File: src/rtl/core/edp_pkg.sv
package edp_pkg;

  localparam int unsigned CfgIndexW = 3;
  localparam int unsigned CfgDataW  = 16;
  localparam int unsigned PosW      = 16;
  localparam int unsigned TicksW    = 16;
  localparam int unsigned DeadbandW = 8;
  localparam int unsigned InDataW   = 8;
  localparam int unsigned OutDataW  = 24;

  localparam logic [CfgIndexW-1:0] CFG_TARGET_POSITION = 3'd0;
  localparam logic [CfgIndexW-1:0] CFG_DEADBAND        = 3'd1;
  localparam logic [CfgIndexW-1:0] CFG_ON_TICKS        = 3'd2;
  localparam logic [CfgIndexW-1:0] CFG_PERIOD_TICKS    = 3'd3;
  localparam logic [CfgIndexW-1:0] CFG_COUNT_REVERSE   = 3'd4;

  localparam logic signed [PosW-1:0] RST_TARGET_POSITION = 16'sd0;
  localparam logic [DeadbandW-1:0]   RST_DEADBAND        = 8'd1;
  localparam logic [TicksW-1:0]      RST_ON_TICKS        = 16'd250;
  localparam logic [TicksW-1:0]      RST_PERIOD_TICKS    = 16'd1000;

  localparam logic signed [PosW-1:0] POS_MAX = 16'sh7FFF;
  localparam logic signed [PosW-1:0] POS_MIN = 16'sh8000;

  typedef enum logic [1:0] {
    DIR_IDLE    = 2'd0,
    DIR_FORWARD = 2'd1,
    DIR_REVERSE = 2'd2
  } dir_t;

  typedef struct packed {
    logic signed [PosW-1:0] target_position;
    logic [DeadbandW-1:0]   deadband;
    logic [TicksW-1:0]      on_ticks;
    logic [TicksW-1:0]      period_ticks;
    logic                   count_reverse;
  } cfg_t;

  typedef struct packed {
    logic                   settled;
    logic signed [PosW-1:0] position;
    logic                   drive_reverse;
    logic                   drive_forward;
  } res_t;

endpackage

File: src/rtl/core/edp_cfg.sv
module edp_cfg (
  input  logic                             clk,
  input  logic                             rst_n,
  input  logic                             cfg_we,
  input  logic [edp_pkg::CfgIndexW-1:0]    cfg_index,
  input  logic [edp_pkg::CfgDataW-1:0]     cfg_wdata,
  output edp_pkg::cfg_t                    cfg
);

  edp_pkg::cfg_t cfg_r;

  always_ff @(posedge clk) begin
    if (!rst_n) begin
      cfg_r.target_position <= edp_pkg::RST_TARGET_POSITION;
      cfg_r.deadband        <= edp_pkg::RST_DEADBAND;
      cfg_r.on_ticks        <= edp_pkg::RST_ON_TICKS;
      cfg_r.period_ticks    <= edp_pkg::RST_PERIOD_TICKS;
      cfg_r.count_reverse   <= 1'b0;
    end else if (cfg_we) begin
      case (cfg_index)
        edp_pkg::CFG_TARGET_POSITION: cfg_r.target_position <= cfg_wdata;
        edp_pkg::CFG_DEADBAND:        cfg_r.deadband <= cfg_wdata[edp_pkg::DeadbandW-1:0];
        edp_pkg::CFG_ON_TICKS:        cfg_r.on_ticks <= cfg_wdata;
        edp_pkg::CFG_PERIOD_TICKS:    cfg_r.period_ticks <= cfg_wdata;
        edp_pkg::CFG_COUNT_REVERSE:   cfg_r.count_reverse <= cfg_wdata[0];
        default: begin
        end
      endcase
    end
  end

  assign cfg = cfg_r;

endmodule

File: src/rtl/core/edp_core.sv
module edp_core (
  input  logic          clk,
  input  logic          rst_n,
  input  logic          step,
  input  logic          enc_a,
  input  logic          enc_b,
  input  edp_pkg::cfg_t cfg,
  output edp_pkg::res_t res
);

  logic signed [edp_pkg::PosW-1:0] count_r, count_nxt;
  logic                            prev_a_r;
  logic [edp_pkg::TicksW-1:0]      phase_r, phase_nxt;
  edp_pkg::dir_t                   dir_r, dir_nxt;

  logic                            up;
  logic signed [edp_pkg::PosW+1:0] pos_w, low_w, high_w;
  logic                            below, above;
  logic [edp_pkg::TicksW-1:0]      period;
  logic [edp_pkg::TicksW:0]        phase_inc;
  logic                            drive_on;

  always_comb begin
    up = enc_b ^ cfg.count_reverse;
    count_nxt = count_r;
    if (!prev_a_r && enc_a) begin
      if (up) begin
        if (count_r != edp_pkg::POS_MAX) count_nxt = count_r + 16'sd1;
      end else begin
        if (count_r != edp_pkg::POS_MIN) count_nxt = count_r - 16'sd1;
      end
    end
  end

  // Window bounds carry two extra bits so target +/- deadband never wraps.
  always_comb begin
    pos_w  = {{2{count_nxt[edp_pkg::PosW-1]}}, count_nxt};
    low_w  = {{2{cfg.target_position[edp_pkg::PosW-1]}}, cfg.target_position}
             - $signed({10'd0, cfg.deadband});
    high_w = {{2{cfg.target_position[edp_pkg::PosW-1]}}, cfg.target_position}
             + $signed({10'd0, cfg.deadband});
    below  = pos_w < low_w;
    above  = pos_w > high_w;
  end

  always_comb begin
    dir_nxt = dir_r;
    if (phase_r == '0) begin
      if (below) begin
        dir_nxt = edp_pkg::DIR_FORWARD;
      end else if (above) begin
        dir_nxt = edp_pkg::DIR_REVERSE;
      end else begin
        dir_nxt = edp_pkg::DIR_IDLE;
      end
    end
  end

  always_comb begin
    period    = (cfg.period_ticks == '0) ? 16'd1 : cfg.period_ticks;
    phase_inc = {1'b0, phase_r} + 17'd1;
    phase_nxt = (phase_inc >= {1'b0, period}) ? '0 : phase_inc[edp_pkg::TicksW-1:0];
    drive_on  = phase_r < cfg.on_ticks;
  end

  always_comb begin
    res.drive_forward = drive_on && (dir_nxt == edp_pkg::DIR_FORWARD);
    res.drive_reverse = drive_on && (dir_nxt == edp_pkg::DIR_REVERSE);
    res.position      = count_nxt;
    res.settled       = !below && !above;
  end

  always_ff @(posedge clk) begin
    if (!rst_n) begin
      count_r  <= '0;
      prev_a_r <= 1'b0;
      phase_r  <= '0;
      dir_r    <= edp_pkg::DIR_IDLE;
    end else if (step) begin
      count_r  <= count_nxt;
      prev_a_r <= enc_a;
      phase_r  <= phase_nxt;
      dir_r    <= dir_nxt;
    end
  end

endmodule

File: src/rtl/core/encoder_deadband_positioner.sv
// Encoder deadband positioner: one axis of a quadrature-encoder bang-bang
// position controller.
// The input stream carries one beat per time tick with the sampled encoder
// lines. Every input beat produces exactly one output beat holding the
// drive lines, the position after that tick's edge update and the settled
// flag. Settings are to be written through the cfg_ port only while the block
// is idle; the block itself does not enforce this. An accepted beat sits in
// the input register, then the edge update, window compare and drive-period
// logic run in a single pass into the output register, which drives out_tvalid.
// Throughput is one beat per cycle while out_tready stays high; the single-pass
// logic between the two registers and the one-tick state update set that figure.
// Reset (rst_n low, synchronous) clears the position, the last A level, the
// period phase and the drive direction, empties both registers and restores
// the register defaults (target 0, deadband 1, on 250, period 1000).
// When the receiver stalls, the output beat is held; an empty input register
// still takes one more beat, then in_tready drops until the output moves.
module encoder_deadband_positioner (
  input  logic                          clk,
  input  logic                          rst_n,
  // Input channel. tdata: [0] enc_a, [1] enc_b, [7:2] zero.
  input  logic                          in_tvalid,
  output logic                          in_tready,
  input  logic [edp_pkg::InDataW-1:0]   in_tdata,
  // Output channel. tdata: [0] drive_forward, [1] drive_reverse,
  // [17:2] position, [18] settled, [23:19] zero.
  output logic                          out_tvalid,
  input  logic                          out_tready,
  output logic [edp_pkg::OutDataW-1:0]  out_tdata,
  // Configuration write port.
  input  logic                          cfg_we,
  input  logic [edp_pkg::CfgIndexW-1:0] cfg_index,
  input  logic [edp_pkg::CfgDataW-1:0]  cfg_wdata
);

  edp_pkg::cfg_t cfg;
  edp_pkg::res_t res;

  // Input register stage.
  logic a_valid_r;
  logic a_enc_a_r;
  logic a_enc_b_r;

  // Output register stage.
  logic          out_valid_r;
  edp_pkg::res_t out_res_r;

  logic advance;
  logic step;

  // The input register moves forward whenever the output register is
  // empty or its beat is being taken in this cycle.
  assign advance   = !out_valid_r || out_tready;
  assign step      = a_valid_r && advance;
  assign in_tready = !a_valid_r || advance;

  always_ff @(posedge clk) begin
    if (!rst_n) begin
      a_valid_r <= 1'b0;
    end else if (in_tready) begin
      a_valid_r <= in_tvalid;
    end
  end

  always_ff @(posedge clk) begin
    if (in_tready && in_tvalid) begin
      a_enc_a_r <= in_tdata[0];
      a_enc_b_r <= in_tdata[1];
    end
  end

  edp_cfg u_cfg (
    .clk       (clk),
    .rst_n     (rst_n),
    .cfg_we    (cfg_we),
    .cfg_index (cfg_index),
    .cfg_wdata (cfg_wdata),
    .cfg       (cfg)
  );

  // Tick state advances only when an item leaves the input register, so a
  // stalled receiver never lets the count or the period phase run ahead.
  edp_core u_core (
    .clk   (clk),
    .rst_n (rst_n),
    .step  (step),
    .enc_a (a_enc_a_r),
    .enc_b (a_enc_b_r),
    .cfg   (cfg),
    .res   (res)
  );

  always_ff @(posedge clk) begin
    if (!rst_n) begin
      out_valid_r <= 1'b0;
    end else if (advance) begin
      out_valid_r <= a_valid_r;
    end
  end

  always_ff @(posedge clk) begin
    if (step) begin
      out_res_r <= res;
    end
  end

  assign out_tvalid = out_valid_r;
  assign out_tdata  = {5'd0, out_res_r};

  // Both drive lines are never asserted together.
  assert property (@(posedge clk) disable iff (!rst_n)
    out_valid_r |-> !(out_res_r.drive_forward && out_res_r.drive_reverse))
    else $error("both drive lines asserted");

  // Input backpressure only ever comes from a full, stalled output stage.
  assert property (@(posedge clk) disable iff (!rst_n)
    !in_tready |-> (a_valid_r && out_valid_r && !out_tready))
    else $error("input stalled without output backpressure");

  // An output beat taken with nothing behind it leaves the output empty.
  assert property (@(posedge clk) disable iff (!rst_n)
    (out_valid_r && out_tready && !a_valid_r) |=> !out_valid_r)
    else $error("output beat repeated");

endmodule
File: config.mk
export PLATFORM = sky130hd
export DESIGN_NAME = encoder_deadband_positioner
export DESIGN_NICKNAME = d
export VERILOG_FILES = /design/src/rtl/core/edp_pkg.sv /design/src/rtl/core/edp_cfg.sv /design/src/rtl/core/edp_core.sv /design/src/rtl/core/encoder_deadband_positioner.sv
export SDC_FILE = /design/constraint.sdc
export NUM_CORES = 1
export LEC_CHECK = 0
export ABC_CLOCK_PERIOD_IN_PS = 11650
export BUFFER_PORTS_ARGS = -buffer_cell sky130_fd_sc_hd__buf_4
export CORE_MARGIN = 2
export CORE_UTILIZATION = 40
export CTS_CLUSTER_DIAMETER = 50
export DETAILED_ROUTE_END_ITERATION = 10
export PLACE_DENSITY = 0.55
export RECOVER_POWER = 50
export SYNTH_ARGS = -nofsm -noshare
export SYNTH_HDL_FRONTEND = slang
export SYNTH_SLANG_ARGS = --single-unit
File: constraint.sdc
create_clock -name clk -period 11.65 [get_ports clk]
set_input_delay 0 -clock clk [delete_from_list [all_inputs] [get_ports clk]]
set_output_delay 0 -clock clk [all_outputs]
set_load 0.02 [all_outputs]
==> results of run 1 <==
logic make-up (layout without fill, tap and decap cells):
family | after synthesis | count (layout)
xor gates and xnor gates | 53 | 53
muxes | 9 | 9
buffers and inverters | 119 | 169
and+or+nand+nor | 376 | 376
AOI/OAI and AO/OA | 232 | 232
other | 1 | 5
DFF | 115 | 115
adders and majority gates | 87 | 87
stage by stage:
step | utilization (%) | instances | power, mW
floorplan | - | 996 | 0.601
global placement | 42.8 | 1261 | 0.663
detailed placement | 42.8 | 1261 | 0.664
CTS | 46.8 | 1316 | 1.18
global route | 46.4 | 1316 | 1.22
finish | 46.4 | 1316 | 1.16
path summary, 6_finish.rpt:
path                                                      from                    endpoint  cells after the start
worst min-delay path                              cfg_index[1]  u_cfg.cfg[35]$_SDFFE_PN0P_                      4
worst max-delay path            u_core.count_r[0]$_SDFFE_PN0P_      out_tdata[0]$_DFFE_PP_                     14
worst max register to register  u_core.count_r[0]$_SDFFE_PN0P_      out_tdata[0]$_DFFE_PP_                     14
worst min register to register      u_cfg.cfg[27]$_SDFFE_PN0P_  u_cfg.cfg[27]$_SDFFE_PN0P_                      2
per-layer routing:
| layer | wire (µm) | up-vias | track usage (%) |
|---|---|---|---|
| met2 | 10500 | 107 | 35.1 |
| li1 | - | 3600 | - |
| met3 | 583 | 19 | 3.54 |
| met1 | 10200 | 3288 | 26.4 |
| met5 | 0 | - | 0 |
| met4 | 321 | 0 | 5.87 |
worst max-delay path, delay by kind of cell, from the launching register on:
| family | cells | cell delay [ns] |
|---|---|---|
| and+or+nand+nor | 4 | 1.23 |
| buffers and inverters | 1 | 0.15 |
| adders and majority gates | 2 | 0.50 |
| AOI/OAI and AO/OA | 6 | 1.66 |
| DFF | 1 | 0.47 |
| muxes | 1 | 0.35 |
cells in the mapped netlist (all sizes together), types with 3 or more instances:
cell type / instances
nand3b: 3
mux2i: 7
dfxtp: 94
ha: 85
o21ai: 38
a211oi: 8
nor3: 20
a22o: 4
o211ai: 18
or2: 5
and4: 3
nor4: 15
buf: 18
xor2: 25
o21a: 10
and3: 14
a31oi: 7
a31o: 4
xnor2: 28
and2: 10
edfxtp: 21
o2bb2ai: 3
inv: 67
a21boi: 50
nand2b: 15
or4: 3
o31ai: 9
nor2: 38
nand3: 32
nand4: 23
o22ai: 3
or3: 11
nor2b: 13
clkbuf: 34
nand2: 162
a21o: 7
a32o: 4
a21oi: 43
state kept, by name (all words and copies together), names as in the netlist, 2 cells and up:
register        cells
u_core.count_r     16
u_core.phase_r     16
u_cfg.cfg          57
out_tdata          19
u_core.dir_r        2
repair_timing:
action,CTS,global route
resized for setup,0,0
endpoints found under the hold margin,63,0
endpoints found under the setup margin,0,0
hold buffers,23,0
placed cells by master, fill, tap and decap left out, drive strengths merged, types with 5 or more instances in the layout:
| cell type | synthesis | routed |
|---|---|---|
| xor2 | 25 | 25 |
| conb | 1 | 5 |
| a211oi | 8 | 8 |
| nor4 | 15 | 15 |
| o211ai | 18 | 18 |
| nand2b | 15 | 15 |
| and3 | 14 | 14 |
| nand4 | 23 | 23 |
| a21boi | 50 | 50 |
| mux2i | 7 | 7 |
| dfxtp | 94 | 94 |
| clkbuf | 34 | 42 |
| nor3 | 20 | 20 |
| a21oi | 43 | 43 |
| or3 | 11 | 11 |
| ha | 85 | 85 |
| inv | 67 | 72 |
| edfxtp | 21 | 21 |
| a31oi | 7 | 7 |
| nand3 | 32 | 32 |
| dlygate4sd3 | 0 | 23 |
| a21o | 7 | 7 |
| clkinv | 0 | 6 |
| xnor2 | 28 | 28 |
| o21ai | 38 | 38 |
| buf | 18 | 23 |
| o21a | 10 | 10 |
| nor2 | 38 | 38 |
| or2 | 5 | 5 |
| and2 | 10 | 10 |
| nor2b | 13 | 13 |
| nand2 | 162 | 162 |
| o31ai | 9 | 9 |
power breakdown:
part / internal, mW / switching, mW / leakage (nW)
Combinational: 0.0875 / 0.131 / 2.59
Sequential: 0.424 / 0.0139 / 0.964
Clock: 0.290 / 0.215 / 0.271
cell type report:
| type | instances | area (µm²) |
|---|---|---|
| well taps | 270 | 338 |
| flip-flops and latches | 115 | 2510 |
| clock buffers | 18 | 450 |
| fillers | 2087 | 10800 |
| repair buffers | 70 | 500 |
| clock inverters | 14 | 121 |
| inverters | 67 | 251 |
| multi-input cells | 762 | 5180 |
==> results.py, run 1 <==
metrics = {
    "grt": {
        "grt_pass1_vias": 6682,
        "maximum_number_of_pins_on_one_net_before_global_route_repair": 88,
        "antenna_found_initial": 0,
        "grt_first_pass_wirelength_um": 35200,
        "grt.total_usage_pct": 20.5,
        "final_global_route_overflow_total": 0,
    },
    "clocking": {
        "worstSkewPairLatency_ns": 0.42,
        "clockBufferDepth": 2,
        "clkSinkCount": 115,
        "ctsRootBufferMaster": "sky130_fd_sc_hd__clkbuf_16",
        "h-tree-depth": 4,
        "tritoncts": "built",
        "clkTransAtPathRegs_ns": 0.07,
        "numCtsBuffers": 17,
        "postCtsSetupBuffers": 0,
    },
    "drt": {
        "first_pass_iters": 5,
        "average_routed_wire_per_standard_cell_um": 16.4,
        "via_per_inst": 5.33,
        "ant_nets": 0,
        "postRouteWirelength_um": 21600,
        "drc": 0,
        "drt-initial-drc-count": 405,
        "num_vias": 7014,
    },
    "synth": {
        "share_of_the_synthesized_area_in_compound_gates_ao_oa_aoi_oai_pct": 19.5,
        "number_of_synthesized_flops_with_an_enable_pin": 21,
        "netlist_top_cells_area": "sky130_fd_sc_hd__dfxtp_1 (23%), sky130_fd_sc_hd__ha_1 (13%), sky130_fd_sc_hd__edfxtp_1 (7.7%)",
        "proportion_of_synthesized_area_in_mux_cells_pct": 1.13,
        "netlist_instances": 992,
        "synth.lib_cells_used.distinct": 84,
        "netlist_area_mm2": 0.00819,
        "synth_top_area_cell": "sky130_fd_sc_hd__dfxtp_1",
        "netlist.area_leader.share_pct": 23.0,
        "post_synth_fa_ha_maj_area_fraction_pct": 13.5,
        "share_of_flip_flops_with_an_asynchronous_set_or_reset_pct": 0,
        "synth-seq-area-share_pct": 30.7,
        "postSynthAreaPerCell_um2": 8.26,
        "dominantRegCellSynth": "sky130_fd_sc_hd__dfxtp_1",
        "synth_top_family_by_area": "simple AND/OR/NAND/NOR gates",
        "synth_xor_xnor_area_share_pct": 5.89,
        "synth_simple_gate_area_share_pct": 23.0,
        "synth-warning-count": 0,
        "synth_seq_cells": 115,
    },
    "sta": {
        "timing.clock.skew_ns": 0.0115,
        "fin_worst_hold_slack_ns": 0.0263,
        "timing.max_slew.rel_slack_pct": 36.5,
        "maxClockFrequency_mhz": 221,
        "final.period_utilization_pct": 38.9,
        "grt_setup_unrepaired": "false",
        "final.setup.worst_slack_ns": 7.12,
        "post-route-min-period_ns": 4.53,
        "timing.final.setup_violations": 0,
        "total_count_of_max_transition_violations_in_the_final_report": 0,
        "worst_pin_slew_ns": 0.952,
        "number_of_endpoints_with_negative_hold_slack_in_the_final_report": 0,
        "timing.setup.tns_ns": 0,
    },
    "min_path": {
        "worst_hold_path_type": "in -> reg",
    },
    "floorplan": {
        "fp.dieArea_mm2": 0.0216,
        "initial_utilization_pct": 40.6,
        "core.rowCount": 52,
        "count_of_pins_on_the_block_boundary": 58,
        "core_mm2": 0.0202,
        "chipWidth_um": 147,
        "floorplan.die.height_um": 147,
    },
    "worst_setup_path": {
        "setup.worst_path.end_class": "register",
        "critical_path_peak_fanout": 7,
        "worstPathCellList": "inv_1 > ha_1 > nand2_1 > o211ai_1 > or3_1 > a21boi_0 > o31ai_1 > ha_1 > nand2_1 > or4_1 > a31oi_1 > a211o_1 > mux2_2 > o21ai_0",
        "reg2reg_slack_ns": 7.12,
        "critPathMaxStageDelay_ns": 0.70,
        "cp.required_ns": 11.90,
        "worstSetupPathType": "reg -> reg",
        "setup.worst_path.start_class": "register",
        "crit_path_top_delay_cell": "sky130_fd_sc_hd__o31ai_1",
        "arrival_ns": 4.78,
    },
    "status": {
        "outcome": "completed",
    },
    "pwr": {
        "ir_drop_uv": 102,
        "cellPowerDensity_mw_per_mm2": 124,
        "power.static_leakage_nw": 3.83,
    },
    "layout": {
        "final_layout_size_suffix_gt1_share_pct": 7.55,
        "num-nets-final": 1152,
        "areaGrowthSynthToFinish_pct": 14.2,
        "antenna_cells": 0,
        "finished_layout_cell_area_mm2": 0.00936,
    },
    "run": {
        "drv.max_cap_violation_count": 0,
    },
    "place": {
        "port_buffers": 46,
        "pre_cts_ws_ns": 7.19,
        "placed_area_mm2": 0.00864,
        "detailedPlacementHpwl_um": 16200,
        "place_congestion": 0.867,
    },
}
(Power assumes the default switching activity.)
==> inputs of run 2 (changes only) <==
Settings changed: ABC_CLOCK_PERIOD_IN_PS 11650 to 3800, PLACE_DENSITY 0.55 to 0.57.
Clock period 11.65 ns to 3.8 ns, I/O delays scaled along.
==> results.py, run 2 (synthesis results as in run 1) <==
metrics = {
    "drt": {
        "drt-initial-drc-count": 443,
        "postRouteWirelength_um": 23500,
        "num_vias": 7375,
        "ant_nets": 0,
        "average_routed_wire_per_standard_cell_um": 16.7,
        "first_pass_iters": 5,
        "drc": 0,
        "via_per_inst": 5.25,
    },
    "pwr": {
        "power.static_leakage_nw": 4.31,
        "net_switching_power_mw": 1.16,
        "sw_frac_of_total_pct": 31.0,
        "share_comb_of_total_power_pct": 23.0,
        "sequential_share_of_power_pct": 35.6,
        "cellPowerDensity_mw_per_mm2": 366,
        "ir_drop_uv": 343,
        "clkPwrFrac_pct": 41.5,
        "cell_internal_pwr_mw": 2.57,
    },
    "sta": {
        "timing.final.setup_violations": 2,
        "total_count_of_max_transition_violations_in_the_final_report": 0,
        "timing.clock.skew_ns": 0.00921,
        "worst_pin_slew_ns": 0.892,
        "final.period_utilization_pct": 101,
        "grt_setup_unrepaired": "true",
        "timing.max_slew.rel_slack_pct": 40.6,
        "post-route-min-period_ns": 3.82,
        "maxClockFrequency_mhz": 261,
        "number_of_endpoints_with_negative_hold_slack_in_the_final_report": 0,
        "final.setup.worst_slack_ns": -0.0242,
        "timing.setup.tns_ns": -0.0318,
    },
    "worst_setup_path": {
        "crit_path_top_delay_cell": "sky130_fd_sc_hd__or4_4",
        "cp-startpoint": "u_cfg.cfg[40]$_SDFFE_PN0P_",
        "worstPathCellList": "inv_2 > ha_4 > or3_4 > or2_4 > or3_4 > nor3_4 > o21bai_1 > xor2_1 > ha_1 > nand4_1 > or4_4 > a31oi_1 > a211o_1 > mux2i_2 > o31ai_1",
        "arrival_ns": 3.99,
        "crit_buf_inv": 1,
        "cp.required_ns": 3.97,
        "critical_path_peak_fanout": 4,
        "dominant_cell_type_by_count_on_the_critical_path": "sky130_fd_sc_hd__or3_4",
        "setup.worst_path.start_class": "register",
        "worstSetupPathType": "reg -> reg",
        "setup.worst_path.end_class": "register",
        "cp_top_family": "simple AND/OR/NAND/NOR gates",
        "rr_startpoint": "u_cfg.cfg[40]$_SDFFE_PN0P_",
        "critPathMaxStageDelay_ns": 0.53,
    },
    "grt": {
        "grt_first_pass_wirelength_um": 37400,
        "grt_pass1_vias": 7177,
        "antenna_found_initial": 0,
        "grt.total_usage_pct": 21.9,
        "final_global_route_overflow_total": 0,
        "maximum_number_of_pins_on_one_net_before_global_route_repair": 87,
    },
    "layout": {
        "finished_layout_cell_area_mm2": 0.0102,
        "mostFrequentLayoutCell": "sky130_fd_sc_hd__nand2_1",
        "antenna_cells": 0,
        "num-nets-final": 1242,
        "final_layout_size_suffix_gt1_share_pct": 17.3,
        "final_core_utilization_pct": 50.5,
        "areaGrowthSynthToFinish_pct": 24.2,
        "largest_register_ffs": 57,
        "final_cell_mix": "sky130_fd_sc_hd__nand2_1 (161), sky130_fd_sc_hd__buf_4 (114), sky130_fd_sc_hd__dfxtp_1 (92), sky130_fd_sc_hd__ha_1 (83), sky130_fd_sc_hd__inv_1 (66)",
    },
    "clocking": {
        "numCtsBuffers": 17,
        "tritoncts": "built",
        "ctsRootBufferMaster": "sky130_fd_sc_hd__clkbuf_16",
        "h-tree-depth": 4,
        "clkTransAtPathRegs_ns": 0.06,
        "clkSinkCount": 115,
        "clockBufferDepth": 2,
        "worstSkewPairLatency_ns": 0.42,
    },
    "floorplan": {
        "core_mm2": 0.0202,
        "count_of_pins_on_the_block_boundary": 58,
        "initial_utilization_pct": 40.6,
        "core.rowCount": 52,
        "chipWidth_um": 147,
        "fp.dieArea_mm2": 0.0216,
        "floorplan.die.height_um": 147,
    },
    "place": {
        "pre_cts_ws_ns": -0.174,
        "detailedPlacementHpwl_um": 17700,
        "port_buffers": 46,
        "place_congestion": 0.900,
        "placed_area_mm2": 0.00926,
    },
    "status": {
        "outcome": "complete, but fails checks",
        "failing_checks": "negative setup slack",
    },
    "min_path": {
        "worstHoldStart": "cfg_we",
        "worst_hold_path_type": "in -> reg",
    },
    "run": {
        "drv.max_cap_violation_count": 0,
    },
}
-- run 2: cell count changes in the layout (fill, tap and decap cells not counted), sizes merged --
cell         before  now
inv              72   75
dlygate4sd3      23   21
buf              23  115
clkinv            6    3
-- run 2: layer usage --
metal | routed length [µm] | global-route usage, % | vias up
met5 | 0 | 0 | -
met4 | 637 | 8.89 | 0
li1 | - | - | 3773
met3 | 753 | 3.29 | 38
met1 | 10900 | 28.5 | 3422
met2 | 11300 | 36.7 | 142
-- run 2: worst min-delay path, stage by stage --
cell and delay (ns):
sky130_fd_sc_hd__buf_4 0.12, sky130_fd_sc_hd__nand3_1 0.12, sky130_fd_sc_hd__mux2i_1 0.08, sky130_fd_sc_hd__nor2b_1 0.10
-- run 2: stage by stage --
| stage | std cells | hold slack, ns | total power, mW |
|---|---|---|---|
| floorplan | 996 | 0.0989 | 1.85 |
| CTS | 1396 | 0.0232 | 3.72 |
| finish | 1406 | 0.0464 | 3.73 |
| global placement | 1343 | 0.180 | 2.14 |
| global route | 1406 | 0.0520 | 3.91 |
| detailed placement | 1343 | 0.180 | 2.15 |
-- run 2: final cells by class --
cell class,count,area [µm²]
multi-input combinational,762,5340
clock inverter,14,115
timing repair buffer,160,1170
inverter,67,251
clock buffer,18,450
fill,1936,9990
sequential,115,2510
tap,270,338
-- run 2: worst paths after layout --
path,endpoint,slack [ns],cells past startpoint
worst max-delay path,out_tdata[1]$_DFFE_PP_,-0.02,15
worst min-delay path,u_cfg.cfg[0]$_SDFFE_PN0P_,0.05,4
worst max register to register,out_tdata[1]$_DFFE_PP_,-0.02,15
worst min register to register,u_cfg.cfg[26]$_SDFFE_PN0P_,0.47,2
-- run 2: what timing repair did --
| action | CTS | global route |
|---|---|---|
| setup endpoints to repair | 5 | 5 |
| hold buffers | 21 | 0 |
| gates resized for setup | 8 | 30 |
| pin swaps | 2 | 18 |
| endpoints found under the hold margin | 63 | 0 |
| setup buffers | 0 | 10 |
-- run 2: power by group through the flow --
stage,combinational (mW),clock [mW],sequential [mW]
3_5_place_dp,0.796,0,1.35
3_3_place_gp,0.792,0,1.35
5_1_grt,0.948,1.63,1.33
6_report,0.856,1.55,1.33
4_1_cts,0.821,1.57,1.33
2_1_floorplan,0.477,0,1.37
==> inputs of run 3 (changes only) <==
Settings changed: ABC_CLOCK_PERIOD_IN_PS 3800 to 4300, PLACE_DENSITY 0.57 to 0.55, SLEW_MARGIN from default to 10.
Clock period 3.8 ns to 4.3 ns, I/O delays scaled along.
==> results.py, run 3 (synthesis results as in run 1) <==
metrics = {
    "drt": {
        "postRouteWirelength_um": 22000,
        "first_pass_iters": 5,
        "ant_nets": 0,
        "num_vias": 7164,
        "average_routed_wire_per_standard_cell_um": 16.5,
        "drc": 0,
        "drt-initial-drc-count": 432,
        "via_per_inst": 5.37,
    },
    "floorplan": {
        "initial_utilization_pct": 40.6,
        "core_mm2": 0.0202,
        "floorplan.die.height_um": 147,
        "fp.dieArea_mm2": 0.0216,
        "core.rowCount": 52,
        "chipWidth_um": 147,
        "count_of_pins_on_the_block_boundary": 58,
    },
    "pwr": {
        "clkPwrFrac_pct": 46.4,
        "cellPowerDensity_mw_per_mm2": 353,
        "share_comb_of_total_power_pct": 18.7,
        "power.static_leakage_nw": 3.98,
        "sequential_share_of_power_pct": 34.9,
        "ir_drop_uv": 270,
        "net_switching_power_mw": 0.951,
        "cell_internal_pwr_mw": 2.44,
        "sw_frac_of_total_pct": 28.0,
    },
    "layout": {
        "largest_register_ffs": 57,
        "antenna_cells": 0,
        "final_layout_size_suffix_gt1_share_pct": 10.2,
        "areaGrowthSynthToFinish_pct": 17.4,
        "mostFrequentLayoutCell": "sky130_fd_sc_hd__nand2_1",
        "final_cell_mix": "sky130_fd_sc_hd__nand2_1 (161), sky130_fd_sc_hd__dfxtp_1 (89), sky130_fd_sc_hd__ha_1 (84), sky130_fd_sc_hd__inv_1 (67), sky130_fd_sc_hd__a21boi_0 (48)",
        "num-nets-final": 1170,
        "final_core_utilization_pct": 47.7,
        "instances_no_fill": 1334,
        "finished_layout_cell_area_mm2": 0.00962,
    },
    "sta": {
        "timing.final.setup_violations": 0,
        "number_of_endpoints_with_negative_hold_slack_in_the_final_report": 0,
        "post-route-min-period_ns": 4.13,
        "timing.max_slew.rel_slack_pct": 40.8,
        "final.setup.worst_slack_ns": 0.172,
        "worst_pin_slew_ns": 0.887,
        "timing.clock.skew_ns": 0.00881,
        "maxClockFrequency_mhz": 242,
        "total_count_of_max_transition_violations_in_the_final_report": 0,
        "final.period_utilization_pct": 96.0,
        "fin_worst_hold_slack_ns": 0.0459,
    },
    "clocking": {
        "worstSkewPairLatency_ns": 0.42,
        "numCtsBuffers": 17,
        "ctsRootBufferMaster": "sky130_fd_sc_hd__clkbuf_16",
        "h-tree-depth": 4,
        "clkTransAtPathRegs_ns": 0.06,
        "clockBufferDepth": 2,
        "clkSinkCount": 115,
        "tritoncts": "built",
    },
    "place": {
        "port_buffers": 46,
        "pre_cts_ws_ns": 0.0819,
        "placedCellCount": 1281,
        "place_congestion": 0.859,
        "placed_area_mm2": 0.00878,
        "detailedPlacementHpwl_um": 16600,
    },
    "worst_setup_path": {
        "cp.required_ns": 4.46,
        "worstSetupPathType": "reg -> reg",
        "critical_path_peak_fanout": 8,
        "setup.worst_path.end_class": "register",
        "setup.worst_path.start_class": "register",
        "worst_r2r_path_depth": 15,
        "arrival_ns": 4.29,
    },
    "grt": {
        "antenna_found_initial": 0,
        "grt_first_pass_wirelength_um": 35900,
        "final_global_route_overflow_total": 0,
        "grt.total_usage_pct": 20.9,
        "grt_pass1_vias": 6889,
        "maximum_number_of_pins_on_one_net_before_global_route_repair": 88,
    },
    "min_path": {
        "hold-path-cell-count": 4,
        "worst_hold_path_type": "in -> reg",
    },
    "run": {
        "drv.max_cap_violation_count": 0,
    },
    "status": {
        "outcome": "completed",
    },
}
run 3: path summary, 6_finish.rpt:
kind / from / end / slack [ns]
worst max-delay path: u_cfg.cfg[40]$_SDFFE_PN0P_ / out_tdata[1]$_DFFE_PP_ / 0.17
worst min-delay path: cfg_index[2] / u_cfg.cfg[0]$_SDFFE_PN0P_ / 0.05
worst max register to register: u_cfg.cfg[40]$_SDFFE_PN0P_ / out_tdata[1]$_DFFE_PP_ / 0.17
worst min register to register: u_cfg.cfg[29]$_SDFFE_PN0P_ / u_cfg.cfg[29]$_SDFFE_PN0P_ / 0.47
run 3: area by class of cell:
class	count	area [µm²]
clock inverters	13	193
clock buffers	19	464
fillers	2028	10500
well taps	270	338
repair buffers	88	631
flip-flops and latches	115	2520
inverters	67	251
multi-input cells	762	5230
run 3: power groups by stage:
stage / clock network [mW] / logic, mW / registers, mW
after floorplan: 0 / 0.417 / 1.21
after global placement: 0 / 0.616 / 1.21
after detailed placement: 0 / 0.620 / 1.21
after CTS: 1.61 / 0.639 / 1.18
after global routing: 1.66 / 0.710 / 1.19
final: 1.58 / 0.633 / 1.18
run 3: what timing repair did:
item,in CTS,in global routing
buffers inserted,0,0
hold buffers,21,0
gates resized for setup,0,14
endpoints found under the hold margin,63,0
endpoints found under the setup margin,0,5
run 3: per-stage QoR:
| step | setup TNS, ns | power (mW) |
|---|---|---|
| after floorplan | 0 | 1.63 |
| after global placement | 0 | 1.82 |
| after detailed placement | 0 | 1.83 |
| after CTS | 0 | 3.43 |
| after global routing | -0.0146 | 3.56 |
| final | 0 | 3.39 |
run 3: layer usage:
| layer | vias up | share of wire, % | global-route usage, % |
|---|---|---|---|
| li1 | 3639 | - | - |
| met1 | 3351 | 47 | 27.7 |
| met2 | 146 | 48 | 35.3 |
| met3 | 28 | 3.9 | 3.57 |
| met4 | 0 | 1.5 | 5.63 |
| met5 | - | 0 | 0 |
run 3: critical path: stages (launching register included):
cell and delay, ns:
sky130_fd_sc_hd__dfxtp_1 0.35, sky130_fd_sc_hd__inv_1 0.05, sky130_fd_sc_hd__ha_1 0.23, sky130_fd_sc_hd__or3_4 0.35, sky130_fd_sc_hd__or2_4 0.27, sky130_fd_sc_hd__or3_1 0.32
sky130_fd_sc_hd__nor3_2 0.16, sky130_fd_sc_hd__o21ai_1 0.13, sky130_fd_sc_hd__o21ba_1 0.22, sky130_fd_sc_hd__ha_4 0.29, sky130_fd_sc_hd__nand4_1 0.12, sky130_fd_sc_hd__or4_1 0.56
sky130_fd_sc_hd__a31oi_2 0.19, sky130_fd_sc_hd__a211o_1 0.17, sky130_fd_sc_hd__mux2i_1 0.31, sky130_fd_sc_hd__o31ai_1 0.12
